==> config.mk <==
export PLATFORM = sky130hd
export DESIGN_NAME = light_triggered_alarm_timer
export DESIGN_NICKNAME = d
export VERILOG_FILES = /design/src/lat_pkg.sv /design/src/light_triggered_alarm_timer.sv
export SDC_FILE = /design/constraint.sdc
export NUM_CORES = 1
export LEC_CHECK = 0
export ABC_AREA = 1
export BUFFER_PORTS_ARGS = -buffer_cell sky130_fd_sc_hd__buf_2
export CORE_ASPECT_RATIO = 1.2
export CORE_UTILIZATION = 35
export DETAILED_ROUTE_END_ITERATION = 8
export GPL_ROUTABILITY_DRIVEN = 0
export PLACE_DENSITY = 0.46
export SLEW_MARGIN = 40
export SYNTH_ARGS = -nofsm -noshare
export SYNTH_HDL_FRONTEND = slang
export SYNTH_SLANG_ARGS = --single-unit
==> constraint.sdc <==
create_clock -name clk -period 3.8 [get_ports clk]
set_input_delay 0 -clock clk [delete_from_list [all_inputs] [get_ports clk]]
set_output_delay 0 -clock clk [all_outputs]
set_load 0.02 [all_outputs]
==> src/lat_pkg.sv <==
// shared constants and types for the light-triggered alarm timer
`default_nettype none

package lat_pkg;

  // millisecond time base width
  localparam int unsigned TIME_BITS = 32;

  localparam int unsigned LEVEL_W     = 10;
  localparam int unsigned DWELL_W     = 16;
  localparam int unsigned COUNTDOWN_W = 24;
  localparam int unsigned PHASE_W     = 2;
  localparam int unsigned TONE_W      = 11;
  localparam int unsigned CFG_IDX_W   = 2;
  localparam int unsigned CFG_DATA_W  = 24;

  typedef logic [TIME_BITS-1:0]   time_t;
  typedef logic [LEVEL_W-1:0]     level_t;
  typedef logic [DWELL_W-1:0]     dwell_t;
  typedef logic [COUNTDOWN_W-1:0] countdown_t;
  typedef logic [PHASE_W-1:0]     phase_code_t;
  typedef logic [TONE_W-1:0]      tone_t;
  typedef logic [CFG_IDX_W-1:0]   cfg_idx_t;
  typedef logic [CFG_DATA_W-1:0]  cfg_data_t;

  // configuration register indexes
  localparam cfg_idx_t CFG_REFERENCE = 2'd0;
  localparam cfg_idx_t CFG_THRESHOLD = 2'd1;
  localparam cfg_idx_t CFG_DWELL     = 2'd2;
  localparam cfg_idx_t CFG_COUNTDOWN = 2'd3;

  // configuration reset values
  localparam level_t     REFERENCE_RST = 10'd512;
  localparam level_t     THRESHOLD_RST = 10'd200;
  localparam dwell_t     DWELL_RST     = 16'd1000;
  localparam countdown_t COUNTDOWN_RST = 24'd1800000;

  // counter bits that drive the blink and the tone gate
  localparam int unsigned BLINK_LO = 10;
  localparam int unsigned BLINK_HI = 11;
  localparam int unsigned TONE_LOW_W = 10;
  localparam tone_t       TONE_BASE = 11'd1000;

endpackage

`default_nettype wire

==> src/light_triggered_alarm_timer.sv <==
// light-triggered alarm timer: one tick transaction in, one result transaction out
// the result register loads at the edge that takes the tick, released as it is taken
// throughput: one tick per cycle while out_ready is high; ticks stall on a held result
// reset: synchronous active-low rst_n clears phase, time, dwell and led state,
// restores the configuration registers to their defaults and empties the output
`default_nettype none

module light_triggered_alarm_timer (
  input  wire                      clk,
  input  wire                      rst_n,
  // tick channel
  input  wire                      in_valid,
  output logic                     in_ready,
  input  wire  lat_pkg::level_t    in_light_sample,
  // result channel
  output logic                     out_valid,
  input  wire                      out_ready,
  output lat_pkg::phase_code_t     out_phase,
  output logic                     out_led_on,
  output logic                     out_buzzer_on,
  output lat_pkg::tone_t           out_tone_hz,
  // configuration write channel
  input  wire                      cfg_valid,
  output logic                     cfg_ready,
  input  wire  lat_pkg::cfg_idx_t  cfg_index,
  input  wire  lat_pkg::cfg_data_t cfg_data
);
  import lat_pkg::*;

  typedef enum logic [PHASE_W-1:0] {
    PH_IDLE = 2'd0,
    PH_RUN  = 2'd1,
    PH_RING = 2'd2
  } phase_t;

  // configuration registers
  level_t     ref_level_r;
  level_t     drop_thr_r;
  dwell_t     dwell_ms_r;
  countdown_t countdown_ms_r;

  // timer state
  phase_t phase_r,        phase_nxt;
  time_t  now_r;
  logic   armed_r,        armed_nxt;
  time_t  dwell_start_r,  dwell_start_nxt;
  time_t  cd_start_r,     cd_start_nxt;
  logic   led_r,          led_nxt;

  // result register
  logic        out_valid_r;
  phase_code_t out_phase_r;
  logic        out_led_r;
  logic        out_buzzer_r, buzzer_nxt;
  tone_t       out_tone_r,   tone_nxt;

  logic   in_acc;
  level_t drop_level;
  logic   dwell_active;
  logic   dwell_cond;
  logic   dwell_expired;
  logic   dwell_fire;
  logic   cd_expired;
  logic   blink_dark;
  time_t  dwell_end;
  time_t  cd_end;

  // output register frees up when its contents are taken
  assign in_ready  = !out_valid_r || out_ready;
  assign in_acc    = in_valid && in_ready;
  assign cfg_ready = 1'b1;

  assign out_valid     = out_valid_r;
  assign out_phase     = out_phase_r;
  assign out_led_on    = out_led_r;
  assign out_buzzer_on = out_buzzer_r;
  assign out_tone_hz   = out_tone_r;

  // dark trigger level, saturating at zero
  assign drop_level = (ref_level_r >= drop_thr_r) ? level_t'(ref_level_r - drop_thr_r)
                                                  : '0;

  // expiry compares: end time wraps with the counter, no other wrap handling
  assign dwell_end     = time_t'(dwell_start_r + time_t'(dwell_ms_r));
  assign cd_end        = time_t'(cd_start_r + time_t'(countdown_ms_r));
  assign dwell_expired = dwell_end < now_r;
  assign cd_expired    = cd_end < now_r;

  // one dwell qualifier shared by the dark trigger (idle) and light trigger (ringing)
  assign dwell_active = (phase_r == PH_IDLE) || (phase_r == PH_RING);
  assign dwell_cond   = (phase_r == PH_RING) ? (in_light_sample >= ref_level_r)
                                             : (in_light_sample <= drop_level);
  assign dwell_fire   = dwell_active && dwell_cond && armed_r && dwell_expired;

  // blink and tone gate both follow counter bits 10 and 11
  assign blink_dark = |now_r[BLINK_HI:BLINK_LO];

  always_comb begin
    phase_nxt       = phase_r;
    armed_nxt       = armed_r;
    dwell_start_nxt = dwell_start_r;
    cd_start_nxt    = cd_start_r;
    led_nxt         = led_r;
    buzzer_nxt      = 1'b0;
    tone_nxt        = '0;

    // dwell tracking: restart on a broken condition, arm on its first tick
    if (dwell_active) begin
      if (!dwell_cond) begin
        armed_nxt = 1'b0;
      end else if (!armed_r) begin
        armed_nxt       = 1'b1;
        dwell_start_nxt = now_r;
      end else if (dwell_expired) begin
        armed_nxt       = 1'b0;
        dwell_start_nxt = '0;
      end
    end

    case (phase_r)
      PH_IDLE: begin
        // led keeps its level on the tick that starts the countdown
        if (dwell_fire) begin
          cd_start_nxt = now_r;
          phase_nxt    = PH_RUN;
        end
      end
      PH_RUN: begin
        led_nxt = !blink_dark;
        if (cd_expired) begin
          led_nxt   = 1'b0;
          phase_nxt = PH_RING;
        end
      end
      PH_RING: begin
        led_nxt = 1'b1;
        if (blink_dark) begin
          buzzer_nxt = 1'b1;
          tone_nxt   = tone_t'(TONE_BASE + tone_t'(now_r[TONE_LOW_W-1:0]));
        end
        // light held long enough: silence and go back to idle
        if (dwell_fire) begin
          buzzer_nxt      = 1'b0;
          tone_nxt        = '0;
          led_nxt         = 1'b0;
          phase_nxt       = PH_IDLE;
          armed_nxt       = 1'b0;
          dwell_start_nxt = '0;
          cd_start_nxt    = '0;
        end
      end
      default: begin
        // unused phase code: dark and silent, phase holds
        led_nxt = 1'b0;
      end
    endcase
  end

  // configuration writes
  always_ff @(posedge clk) begin
    if (!rst_n) begin
      ref_level_r    <= REFERENCE_RST;
      drop_thr_r     <= THRESHOLD_RST;
      dwell_ms_r     <= DWELL_RST;
      countdown_ms_r <= COUNTDOWN_RST;
    end else if (cfg_valid && cfg_ready) begin
      case (cfg_index)
        CFG_REFERENCE: ref_level_r    <= cfg_data[LEVEL_W-1:0];
        CFG_THRESHOLD: drop_thr_r     <= cfg_data[LEVEL_W-1:0];
        CFG_DWELL:     dwell_ms_r     <= cfg_data[DWELL_W-1:0];
        CFG_COUNTDOWN: countdown_ms_r <= cfg_data[COUNTDOWN_W-1:0];
        default: ;
      endcase
    end
  end

  // timer state, advanced once per tick transaction
  always_ff @(posedge clk) begin
    if (!rst_n) begin
      phase_r       <= PH_IDLE;
      now_r         <= '0;
      armed_r       <= 1'b0;
      dwell_start_r <= '0;
      cd_start_r    <= '0;
      led_r         <= 1'b0;
    end else if (in_acc) begin
      phase_r       <= phase_nxt;
      now_r         <= time_t'(now_r + time_t'(1));
      armed_r       <= armed_nxt;
      dwell_start_r <= dwell_start_nxt;
      cd_start_r    <= cd_start_nxt;
      led_r         <= led_nxt;
    end
  end

  // result register
  always_ff @(posedge clk) begin
    if (!rst_n) begin
      out_valid_r <= 1'b0;
    end else if (in_acc) begin
      out_valid_r <= 1'b1;
    end else if (out_ready) begin
      out_valid_r <= 1'b0;
    end
  end

  always_ff @(posedge clk) begin
    if (in_acc) begin
      out_phase_r  <= phase_code_t'(phase_nxt);
      out_led_r    <= led_nxt;
      out_buzzer_r <= buzzer_nxt;
      out_tone_r   <= tone_nxt;
    end
  end

  // buzzer only sounds while ringing
  a_buzz_ring: assert property (@(posedge clk) disable iff (!rst_n)
    out_valid_r && out_buzzer_r |-> out_phase_r == phase_code_t'(PH_RING))
    else $error("buzzer on outside ringing");

  // a tone is reported exactly when the buzzer sounds
  a_tone_buzz: assert property (@(posedge clk) disable iff (!rst_n)
    out_valid_r |-> (out_buzzer_r == (out_tone_r != '0)))
    else $error("tone and buzzer disagree");

  // a sounding buzzer always comes with the led lit
  a_buzz_led: assert property (@(posedge clk) disable iff (!rst_n)
    out_valid_r && out_buzzer_r |-> out_led_r)
    else $error("led dark while buzzing");

  // idle never jumps straight to ringing
  a_no_skip: assert property (@(posedge clk) disable iff (!rst_n)
    in_acc && phase_r == PH_IDLE |=> phase_r != PH_RING)
    else $error("idle went straight to ringing");

  // millisecond counter advances by one per tick transaction
  a_now_step: assert property (@(posedge clk) disable iff (!rst_n)
    in_acc |=> now_r == time_t'($past(now_r) + time_t'(1)))
    else $error("time counter did not advance");

endmodule

`default_nettype wire
; Yosys cells after proc, flatten, opt, wreduce, memory -nomap -nowiden
; Index checks and enable logic that the tools add are counted.
[classes]
mux = 27
n_bitwise = 2
reduce_logical = 20
order_cmp = 5
add_sub_neg = 5
n_eq_ne = 7
[op_table]
columns = cell, n
row1 = $mux 32, 8
row2 = $lt 32x32->1, 2
row3 = $pmux 32 s2, 1
row4 = $add 32x1->32 const B, 1
row5 = $add 32x16->32, 1
row6 = $add 32x24->32, 1
row7 = $ge 10x10->1, 2
row8 = $mux 1, 12
row9 = $add 10x10->11 const A, 1
row10 = $le 10x10->1, 1
row11 = $mux 10, 1
row12 = $sub 10x10->10, 1
row13 = $reduce_and 2->1, 4
row14 = $eq 2x2->1 const B, 3
row15 = $mux 2, 3
row16 = $pmux 2 s3, 1
row17 = $eq 2x1->1 const B, 2
row18 = $logic_and 1x1->1, 4
row19 = $logic_not 2->1, 2
row20 = $ne 2x2->1 const B, 2
row21 = $reduce_and 4->1, 1
row22 = $reduce_bool 2->1, 2
row23 = $reduce_or 2->1, 2
row24 = $pmux 1 s3, 1
row25 = 4 further kinds, 7
[totals]
inputBits = 41
wordCells = 81
out_inout_bits = 18
register_bits = 176

; Depth between registers and ports, before layout
; Gate-level depths: netlist of run 1.
[logic_depth]
word_depth = 9
mapped_depth = 30
ltp_nobuf = 28

; Worst setup path after synthesis of run 1
; No wires, ideal clock.
[synth_timing]
path_kind = reg2reg
startpoint = register ref_level_r[0]
endpoint = register cd_start_r[25]
path_buffers = 2
required_ns = 3.668
t_arrival_ns = 3.357
setup_ns = 0.132
path_slack_ns = 0.311
period_less_slack_ns = 3.489
path_stages_with_launch = 29
path_cell_list = dfxtp_1 inv_1 ha_1 inv_1 fa_1 inv_1 o31ai_1 nand2_1 nand2_1 nand2_1 nand2_1 a21o_1 buf_2 nand3_1 ha_1 nand2_1 nor2_2 nand3b_1 nand2_1 inv_1 nand2_1 nand2_1 nor2_4 nand2_2 nor2_4 nand2_2 buf_2 nand2_1 a21oi_1
[synth_between]
elab_chain_cells = 9
elab_cells_between_ends = 12
cone_classes = 1 x add/sub / 3 x order compare / 2 x eq/ne / 2 x mux / 4 x reduce/logical
[synth_rtl]
columns = element, line_no
row1 = from (decl), light_triggered_alarm_timer.sv:37  ; level_t ref_level_r;
row2 = from (signal assigned), light_triggered_alarm_timer.sv:168  ; CFG_REFERENCE: ref_level_r <= cfg_data[LEVEL_W-1:0];
row3 = $sub 10x10->10 / $ge 10x10->1 (equally long branches), light_triggered_alarm_timer.sv:80  ; assign drop_level = (ref_level_r >= drop_thr_r) ? level_t'(ref_level_r - drop_thr_r)
row4 = $mux 10, light_triggered_alarm_timer.sv:80
row5 = $le 10x10->1, light_triggered_alarm_timer.sv:92  ; : (in_light_sample <= drop_level);
row6 = $mux 1 (*), light_triggered_alarm_timer.sv:91  ; assign dwell_cond = (phase_r == PH_RING) ? (in_light_sample >= ref_level_r)
row7 = $logic_and 1x1->1 (*) (3 in a row), light_triggered_alarm_timer.sv:93  ; assign dwell_fire = dwell_active && dwell_cond && armed_r && dwell_expired;
row8 = $ne 2x2->1 (no source line), -
row9 = $reduce_and 4->1 (no source line) (*), -
row10 = to (signal assigned), light_triggered_alarm_timer.sv:191  ; cd_start_r <= cd_start_nxt;
row11 = to (decl), light_triggered_alarm_timer.sv:47  ; time_t cd_start_r, cd_start_nxt;
; Mark *: on every way between the ends. The rest lies on a longest branch, timed or not.
; A chain may end at the register's enable or synchronous reset.

; Final worst setup path of run 1
[layout_timing]
startpoint = register dwell_start_r[0]
endpoint = register cd_start_r[31]
[layout_between]
elab_chain_cells = 5
elab_cells_between_ends = 6
cone_classes = 1 x add/sub / 1 x order compare / 2 x eq/ne / 2 x reduce/logical
[layout_rtl]
columns = element, line_no
row1 = from (decl), light_triggered_alarm_timer.sv:46  ; time_t dwell_start_r, dwell_start_nxt;
row2 = from (signal assigned), light_triggered_alarm_timer.sv:190  ; dwell_start_r <= dwell_start_nxt;
row3 = $add 32x16->32 (*), light_triggered_alarm_timer.sv:84  ; assign dwell_end = time_t'(dwell_start_r + time_t'(dwell_ms_r));
row4 = $lt 32x32->1 (*), light_triggered_alarm_timer.sv:86  ; assign dwell_expired = dwell_end < now_r;
row5 = $logic_and 1x1->1 (*), light_triggered_alarm_timer.sv:93
row6 = $ne 2x2->1 (no source line), -
row7 = $reduce_and 4->1 (no source line) (*), -
; Marked as above.

==> impl_metrics.py, run 1 <==
metrics = {
    "finish": {
        "drive_above_1_share_pct": 20.1,
        "nNetsFinal": 2150,
        "final_util_pct": 45.3,
        "final_area_um2": 15800,
        "multi_input_area_um2": 8490,
        "fill_cells": 3662,
        "area_growth_pct": 27.8,
        "n_antenna_cell": 0,
        "register_area_um2": 3680,
    },
    "drt": {
        "viasPerCell": 5.09,
        "drt-total-wl_mm": 45.1,
        "num_vias": 12500,
        "antenna_left": 0,
        "first_pass_iters": 5,
        "drc": 0,
        "drtIter0Drc": 608,
        "wire_per_inst_um": 18.4,
    },
    "sta": {
        "final.min_clock_period_ns": 3.81,
        "setup_tns_ns": -0.0297,
        "tightestPinTransition_ns": 0.745,
        "slew_viol_final": 0,
        "fin_ws_ns": -0.0144,
        "slew_headroom_pct": 50.0,
        "post-route-period-util_pct": 100,
        "rsz0062_at_grt": "true",
        "fmax_mhz": 262,
        "skew_ns": 0.0178,
        "hold_viol": 0,
        "setup_viol": 3,
    },
    "synthesis": {
        "synthArstFlopShare_pct": 0,
        "synth_top_flop_cell": "dfxtp_1",
        "syn-instance-count": 1814,
        "yosys.area.top_type_share_pct": 26.1,
        "synthTopCellsByArea": "dfxtp_1 26%, ha_1 14%, nand2_1 13%",
        "synth_nets": 1992,
        "synth_edf_count": 15,
        "seq_area_frac_synth_pct": 29.7,
        "yosysTopAreaCell": "dfxtp_1",
        "synth.avg_cell_area_um2": 6.81,
        "syn_area_um2": 12400,
        "ys_seq_elements": 176,
        "yosysWarnings": 0,
        "synth_cell_type_count": 45,
    },
    "clock_tree": {
        "cts_tree": "done",
        "clock_tree.root_cell": "clkbuf_16",
        "htree_levels": 4,
        "clock_sinks": 176,
        "cts.path.max_buffers": 2,
        "cts.clk_slew.worst_paths_ns": 0.07,
        "cts_made_buffers": 17,
        "clk_latency_ns": 0.46,
    },
    "grt": {
        "grt_pass1_vias": 12000,
        "antenna_found_initial": 0,
        "grtUsageTotal_pct": 24.9,
        "met3_usage_pct": 2.45,
        "grtUsageMet2_pct": 46.6,
        "grt_pass1_wl_mm": 68.7,
        "grtUsageMet1_pct": 29.3,
        "overflow": 0,
        "grt_start_max_net_pins": 81,
        "top_usage_layer": "met2",
    },
    "setup_path": {
        "critPathBufInv": 3,
        "crit_slowest_cell": "fa_2",
        "critical_path.top_delay_family": "simple AND/OR/NAND/NOR gates",
        "worst_ep_arrival_time_ns": 4.13,
        "crit_top_cell": "nand2_2",
        "crit_type": "reg -> reg",
        "cp_max_fo": 8,
        "endpoint_kind": "flop",
        "cpPeakStageDelay_ns": 0.37,
        "cp.required_ns": 4.11,
        "crit_path_start_kind": "flop",
    },
    "floorplanning": {
        "fp.coreArea_um2": 34900,
        "die_w_um": 174,
        "num_rows": 75,
        "start_util_pct": 35.4,
        "die_h_um": 208,
        "io_pins": 59,
        "die-area_um2": 36100,
    },
    "power_and_ir_drop": {
        "vdd_drop_max_uv": 298,
        "power_leakage_uw": 0.00700,
        "powerDensity_nw_per_um2": 302,
    },
    "hold_path": {
        "hp-class": "in -> reg",
    },
    "placed_design": {
        "portBuffers": 57,
        "dpl_cell_area_um2": 13600,
        "dpl.hpwl_mm": 34.0,
    },
    "job": {
        "maxCapViolations": 0,
    },
    "outcome": {
        "status": "finished with violations",
        "violations": "setup timing",
    },
}
[synthesized netlist by cell type, types with 6 or more instances]
| cell type | instances |
|---|---|
| edfxtp_1 | 15 |
| nor4_1 | 7 |
| ha_1 | 134 |
| nand2_1 | 439 |
| o21ai_1 | 9 |
| xnor2_1 | 14 |
| a21oi_1 | 205 |
| a31oi_1 | 7 |
| nor2_1 | 176 |
| buf_2 | 14 |
| inv_2 | 11 |
| dfxtp_1 | 161 |
| inv_1 | 182 |
| nand4_1 | 43 |
| or2_2 | 6 |
| a21o_1 | 7 |
| o21a_1 | 12 |
| o211ai_1 | 8 |
| o21ai_0 | 87 |
| xor2_1 | 50 |
| nand3_1 | 108 |
| nor2_2 | 7 |
| clkbuf_1 | 39 |
| nor3_1 | 37 |
[tightest hold or removal path, stage by stage]
cell	delay, ns
buf_2	0.10
inv_1	0.07
nor3_1	0.11
o211ai_1	0.17
[metrics by stage]
stage          power, uW  hold slack, ns  std cells  worst slack (ns)
2_1_floorplan       2490           0.126       1814             0.311
3_3_place_gp        2850           0.210       2351            -0.323
3_5_place_dp        2850           0.219       2351            -0.285
4_1_cts             4710          0.0190       2427          -0.00122
5_1_grt             5000          0.0729       2447            -0.253
6_report            4780          0.0433       2447           -0.0144
[kinds of logic (layout without fill, tap and decap cells)]
kind of cell	Yosys count	after routing	synth area share, %
AND/OR/NAND/NOR	837	837	28.7
other	1	1	0.0303
buffers and inverters	253	424	8.04
XOR/XNOR	64	64	4.53
adder cells (fa/ha/maj)	137	137	14.0
AO/OA/AOI/OAI	346	346	14.9
flip-flops	176	176	29.7
[where the power goes]
group / switching [uW] / total [uW] / internal, uW / leakage (uW)
Sequential: 47.1 / 1970 / 1920 / 0.00146
Combinational: 638 / 1080 / 446 / 0.00527
Clock: 820 / 1730 / 906 / 0.000265
Total: 1510 / 4780 / 3280 / 0.00700
[path summary, 6_finish.rpt]
kind	start	endpoint	slack (ns)	cells after the start
max	dwell_start_r[0]	cd_start_r[31]	-0.01	25
min	cfg_valid	ref_level_r[9]	0.04	4
max reg2reg	dwell_start_r[0]	cd_start_r[31]	-0.01	25
min reg2reg	cd_start_r[9]	cd_start_r[9]	0.48	2
[layout by cell type, fill, tap and decap left out, types with 4 or more instances in the layout]
| master | synthesis | final |
|---|---|---|
| ha_1 | 134 | 120 |
| clkbuf_16 | 0 | 23 |
| nand3_1 | 108 | 81 |
| a21oi_1 | 205 | 175 |
| xor2_1 | 50 | 49 |
| nor2_1 | 176 | 169 |
| inv_1 | 182 | 175 |
| o211ai_1 | 8 | 8 |
| buf_12 | 0 | 8 |
| dfxtp_2 | 0 | 7 |
| o21ai_1 | 9 | 8 |
| nand2_4 | 0 | 11 |
| dfxtp_1 | 161 | 154 |
| nand2_1 | 439 | 395 |
| nand4_1 | 43 | 43 |
| nor3_1 | 37 | 34 |
| nand2_2 | 5 | 37 |
| buf_4 | 1 | 80 |
| o21a_1 | 12 | 12 |
| ha_4 | 0 | 13 |
| buf_16 | 0 | 5 |
| a21o_1 | 7 | 6 |
| nor2_4 | 3 | 5 |
| clkinv_4 | 0 | 4 |
| dlygate4sd3_1 | 0 | 28 |
| a21oi_2 | 0 | 30 |
| o21ai_2 | 1 | 13 |
| buf_2 | 14 | 57 |
| or2_2 | 6 | 6 |
| o21ai_0 | 87 | 75 |
| edfxtp_1 | 15 | 15 |
| a31oi_1 | 7 | 5 |
| inv_2 | 11 | 15 |
| xnor2_1 | 14 | 14 |
| nor4_1 | 7 | 5 |
| buf_6 | 3 | 13 |
| nor2_2 | 7 | 12 |
| nand3_2 | 0 | 25 |
[sequential cells by signal, summed over array words and instances, names as in the netlist, 2 cells and up]
name,count
dwell_start_r,32
drop_thr_r,10
dwell_ms_r,16
phase_r,2
out_tone_hz,11
cd_start_r,32
out_phase,2
ref_level_r,10
now_r,32
countdown_ms_r,24
[routing by layer]
| metal | wire (um) | vias up |
|---|---|---|
| met3 | 1250 | 54 |
| met5 | 0 | - |
| li1 | - | 6339 |
| met1 | 19100 | 5835 |
| met2 | 23800 | 231 |
| met4 | 1020 | 0 |
[cell type report]
| class | instances | area share [%] |
|---|---|---|
| clock buffer | 20 | 2.76 |
| clock inverter | 12 | 0.713 |
| inverter | 194 | 4.64 |
| multi-input combinational | 1385 | 53.7 |
| sequential | 176 | 23.3 |
| tap | 462 | 3.66 |
| timing repair buffer | 198 | 11.2 |
[repair_timing]
action,CTS,global route
endpoints found under the hold margin,60,0
gates cloned,5,7
resized for setup,58,158
buffers inserted,11,14
hold buffers,28,0
pin swaps,11,53
setup endpoints to repair,82,83
(Power assumes the default switching activity.)
==> run 2, diff against run 1 <==
- HOLD_SLACK_MARGIN: default -> 0.08
==> impl_metrics.py, run 2 (synthesis gave the netlist of run 1 again) <==
metrics = {
    "outcome": {
        "status": "finished with violations",
        "violations": "setup timing",
    },
    "finish": {
        "final_util_pct": 45.3,
        "n_antenna_cell": 0,
        "final_cell_mix": "395 x nand2_1, 175 x inv_1, 175 x a21oi_1",
        "fill_cells": 3659,
        "layout_commonest_cell": "nand2_1",
        "nNetsFinal": 2152,
        "largestRegisters": "cd_start_r (32), dwell_start_r (32), now_r (32)",
        "drive_above_1_share_pct": 20.0,
        "fin_cells": 2449,
        "area_growth_pct": 28.0,
    },
    "sta": {
        "post-route-period-util_pct": 101,
        "slew_headroom_pct": 48.7,
        "fmax_mhz": 262,
        "final.min_clock_period_ns": 3.82,
        "skew_ns": 0.0180,
        "tightestPinTransition_ns": 0.765,
        "slew_viol_final": 0,
        "hold_viol": 0,
        "fin_ws_ns": -0.0209,
        "setup_viol": 10,
        "rsz0062_at_grt": "true",
    },
    "setup_path": {
        "crit_top_cell": "nand2_2",
        "worst_ep_arrival_time_ns": 4.13,
        "crit_path_start_kind": "flop",
        "crit_type": "reg -> reg",
        "r2r_setup_slack_ns": -0.02,
        "cp_max_fo": 8,
        "crit_slowest_cell": "fa_2",
        "cp.required_ns": 4.11,
        "endpoint_kind": "flop",
        "cpPeakStageDelay_ns": 0.37,
    },
    "floorplanning": {
        "io_pins": 59,
        "num_rows": 75,
        "die_w_um": 174,
        "fp.coreArea_um2": 34900,
        "die_h_um": 208,
        "start_util_pct": 35.4,
        "die-area_um2": 36100,
    },
    "drt": {
        "antenna_left": 0,
        "drtIter0Drc": 583,
        "drc": 0,
        "wire_per_inst_um": 18.4,
        "num_vias": 12400,
        "drt-total-wl_mm": 45.1,
        "first_pass_iters": 5,
        "viasPerCell": 5.07,
    },
    "placed_design": {
        "placedCellCount": 2351,
        "dpl.hpwl_mm": 34.0,
        "portBuffers": 57,
    },
    "power_and_ir_drop": {
        "sequentialPowerShare_pct": 41.2,
        "powerDensity_nw_per_um2": 302,
        "sw_frac_of_total_pct": 31.5,
        "p_int_uw": 3280,
        "vdd_drop_max_uv": 298,
        "power_leakage_uw": 0.00700,
        "combPwrFrac_pct": 22.7,
        "p_sw_uw": 1500,
        "pwr-share-clk_pct": 36.1,
    },
    "clock_tree": {
        "clock_tree.root_cell": "clkbuf_16",
        "htree_levels": 4,
        "clk_latency_ns": 0.46,
        "cts_tree": "done",
        "cts.path.max_buffers": 2,
        "cts_made_buffers": 17,
        "cts.clk_slew.worst_paths_ns": 0.07,
        "clock_sinks": 176,
    },
    "hold_path": {
        "hp-class": "in -> reg",
    },
    "grt": {
        "grt_pass1_vias": 12000,
        "antenna_found_initial": 0,
        "overflow": 0,
        "grt_start_max_net_pins": 81,
        "grtUsageTotal_pct": 24.9,
        "grt_pass1_wl_mm": 68.7,
    },
    "job": {
        "maxCapViolations": 0,
    },
}
[run 2: final timing paths]
kind | from | depth (start not counted) | endpoint
worst max register to register | dwell_start_r[0] | 25 | cd_start_r[31]
worst min-delay path | cfg_data[16] | 4 | countdown_ms_r[16]
worst max-delay path | dwell_start_r[0] | 25 | cd_start_r[31]
worst min register to register | cd_start_r[9] | 2 | cd_start_r[9]
[run 2: layer usage]
layer | part of all wire [%] | wire length [um] | global-route usage [%]
met2 | 53 | 23800 | 46.8
met3 | 2.6 | 1180 | 2.38
met1 | 42 | 19100 | 29.4
met5 | 0 | 0 | 0
met4 | 2.0 | 907 | 7.38
[run 2: power groups by stage]
stage	Sequential [uW]	Combinational, uW	Clock (uW)
final	1970	1080	1730
after global routing	1970	1190	1840
after CTS	1970	980	1770
after detailed placement	2010	848	0
after global placement	2010	845	0
after floorplan	2000	497	0
[run 2: per-stage QoR]
step / hold WS [ns] / total power (uW) / area (um^2) / setup slack, ns / setup TNS (ns)
finish: 0.299 / 4780 / 15800 / -0.0209 / -0.0578
global route: 0.323 / 5000 / 15800 / -0.253 / -16.21
CTS: 0.274 / 4710 / 14900 / -0.00122 / -0.00122
detailed placement: 0.219 / 2850 / 13600 / -0.285 / -14.47
global placement: 0.210 / 2850 / 13600 / -0.323 / -16.89
floorplan: 0.126 / 2490 / 12400 / 0.311 / 0
[run 2: area by class of cell]
type	instances	area, um^2	area share (%)
Clock buffer	20	437	2.76
Clock inverter	12	113	0.712
Inverter	194	733	4.63
Multi-Input combinational cell	1385	8490	53.6
Sequential cell	176	3680	23.3
Tap cell	462	578	3.65
Timing Repair Buffer	200	1800	11.3
[run 2: timing repair]
action	in CTS	in global routing
hold endpoints to repair	70	0
hold buffers	30	0
resized for setup	58	158
pin swaps	11	53
setup buffers	11	14
cloned	5	7
setup endpoints to repair	82	83
[run 2: worst max-delay path, delay by kind of cell (launching register included)]
kind	cells	cell delay, ns
DFF	1	0.36
AOI/OAI and AO/OA	4	0.34
and+or+nand+nor	14	1.63
buffers and inverters	3	0.32
adders and majority gates	3	0.78
xor gates and xnor gates	1	0.20
==> run 3, diff against run 2 <==
- RECOVER_POWER: default -> 50
==> impl_metrics.py, run 3 (synthesis gave the netlist of run 1 again) <==
metrics = {
    "finish": {
        "final_cell_mix": "395 x nand2_1, 175 x inv_1, 175 x a21oi_1",
        "register_area_um2": 3680,
        "multi_input_area_um2": 8490,
        "fin_cells": 2449,
        "n_antenna_cell": 0,
        "nNetsFinal": 2152,
        "largestRegisters": "cd_start_r (32), dwell_start_r (32), now_r (32)",
        "fill_cells": 3670,
        "final_util_pct": 45.2,
        "area_growth_pct": 27.8,
        "layout_commonest_cell": "nand2_1",
        "drive_above_1_share_pct": 19.0,
    },
    "placed_design": {
        "placedCellCount": 2351,
        "dpl.hpwl_mm": 34.0,
        "portBuffers": 57,
    },
    "outcome": {
        "violations": "capacitance limit, slew limit, setup timing",
        "status": "finished with violations",
    },
    "clock_tree": {
        "cts.path.max_buffers": 2,
        "clock_sinks": 176,
        "cts_made_buffers": 17,
        "cts.clk_slew.worst_paths_ns": 0.07,
        "cts_tree": "done",
        "clock_tree.root_cell": "clkbuf_16",
        "clk_latency_ns": 0.46,
        "htree_levels": 4,
    },
    "drt": {
        "num_vias": 12400,
        "drtIter0Drc": 637,
        "viasPerCell": 5.07,
        "drc": 0,
        "wl_met2_mm": 23.9,
        "drt-total-wl_mm": 45.1,
        "wl_met3_mm": 1.22,
        "antenna_left": 0,
        "first_pass_iters": 5,
        "routed.top_layer": "met4",
        "wire_per_inst_um": 18.4,
        "wirelength_met1_mm": 19.1,
    },
    "setup_path": {
        "critPathLaunch": "dwell_start_r[0]",
        "endpoint_kind": "flop",
        "r2r-end": "cd_start_r[31]",
        "rr_worst_depth": 25,
        "cp_max_fo": 8,
        "crit_type": "reg -> reg",
        "crit_end": "cd_start_r[31]",
        "cp.required_ns": 4.11,
        "r2r_setup_slack_ns": -0.02,
        "worst_ep_arrival_time_ns": 4.13,
        "rr_startpoint": "dwell_start_r[0]",
        "crit_path_start_kind": "flop",
    },
    "job": {
        "maxCapViolations": 1,
    },
    "grt": {
        "grt_start_max_net_pins": 81,
        "grtUsageTotal_pct": 24.9,
        "grt_pass1_wl_mm": 68.7,
        "overflow": 0,
        "grt_pass1_vias": 12000,
        "antenna_found_initial": 0,
    },
    "power_and_ir_drop": {
        "powerDensity_nw_per_um2": 302,
        "power_leakage_uw": 0.00694,
        "vdd_drop_max_uv": 298,
    },
    "hold_path": {
        "hp-class": "in -> reg",
    },
    "floorplanning": {
        "die_w_um": 174,
        "die_h_um": 208,
        "fp.coreArea_um2": 34900,
        "io_pins": 59,
        "num_rows": 75,
        "die-area_um2": 36100,
        "start_util_pct": 35.4,
    },
    "sta": {
        "hold_viol": 0,
        "post-route-period-util_pct": 101,
        "skew_ns": 0.0180,
        "fmax_mhz": 262,
        "tightestPinTransition_ns": 2.48,
        "slew_viol_final": 47,
        "fin_ws_ns": -0.0231,
        "setup_viol": 11,
        "rsz0062_at_grt": "true",
        "slew_headroom_pct": -65.2,
        "final.min_clock_period_ns": 3.82,
    },
}
run 3: changes by cell type in the layout (fill, tap and decap cells not counted), sizes merged:
cell / delta
buf: -20
clkbuf: +20
run 3: repair_timing:
item,4_1_cts,5_1_grt
gates cloned,5,7
setup endpoints to repair,82,83
pin swaps,11,53
gates resized for setup,58,158
buffers inserted,11,14
endpoints found under the hold margin,70,0
hold buffers,30,0
run 3: cell type report:
cell class,count,area share [%]
Tap cell,462,3.66
Clock inverter,12,0.713
Inverter,194,4.64
Clock buffer,20,2.76
Sequential cell,176,23.3
Multi-Input combinational cell,1385,53.7
Timing Repair Buffer,200,11.2
run 3: worst min path at each step:
| stage | start | to | slack, ns | cells after the start |
|---|---|---|---|---|
| 6_report | cfg_data[16] | countdown_ms_r[16] | 0.30 | 4 |
| 5_1_grt | cfg_data[19] | countdown_ms_r[19] | 0.32 | 4 |
| 4_1_cts | cfg_data[16] | countdown_ms_r[16] | 0.27 | 4 |
| 3_5_place_dp | cfg_data[16] | countdown_ms_r[16] | 0.22 | 3 |
| 3_3_place_gp | cfg_data[20] | countdown_ms_r[20] | 0.21 | 3 |
| 2_1_floorplan | cfg_data[10] | countdown_ms_r[10] | 0.13 | 2 |
run 3: worst max-delay path: stages (launching register included):
cell and delay, ns:
dfxtp_2 0.36, ha_4 0.15, inv_2 0.04, fa_2 0.37
inv_2 0.06, nand3_2 0.05, nand2_2 0.10, a21boi_4 0.07
o21ai_2 0.16, nand3_2 0.14, nand2_4 0.12, nand2_4 0.07
nor3_4 0.20, xor2_1 0.20, ha_1 0.26, nand2_2 0.07
nor2_2 0.04, nand4_1 0.13, a21oi_2 0.05, nor2_2 0.20
nand2_2 0.12, nor2_4 0.19, nand2_8 0.15, clkbuf_16 0.23
nand2_1 0.06, a21oi_1 0.06
run 3: through the flow:
| step | power [uW] | hold slack (ns) | setup slack, ns | TNS, ns | area (um^2) |
|---|---|---|---|---|---|
| after floorplan | 2490 | 0.126 | 0.311 | 0 | 12400 |
| after global placement | 2850 | 0.210 | -0.323 | -16.89 | 13600 |
| after detailed placement | 2850 | 0.219 | -0.285 | -14.47 | 13600 |
| after CTS | 4710 | 0.274 | -0.00122 | -0.00122 | 14900 |
| after global routing | 5000 | 0.323 | -0.253 | -16.48 | 15800 |
| final | 4770 | 0.298 | -0.0231 | -0.0837 | 15800 |
run 3: layer usage:
| metal | up-vias | track usage [%] |
|---|---|---|
| li1 | 6351 | - |
| met1 | 5820 | 29.4 |
| met2 | 206 | 46.8 |
| met3 | 50 | 2.38 |
| met4 | 0 | 7.38 |
| met5 | - | 0 |
run 3: where the power goes:
| group | switching (uW) | total, uW | internal [uW] |
|---|---|---|---|
| Clock | 817 | 1720 | 906 |
| Combinational | 637 | 1080 | 444 |
| Sequential | 47.2 | 1970 | 1920 |
| Total | 1500 | 4770 | 3270 |
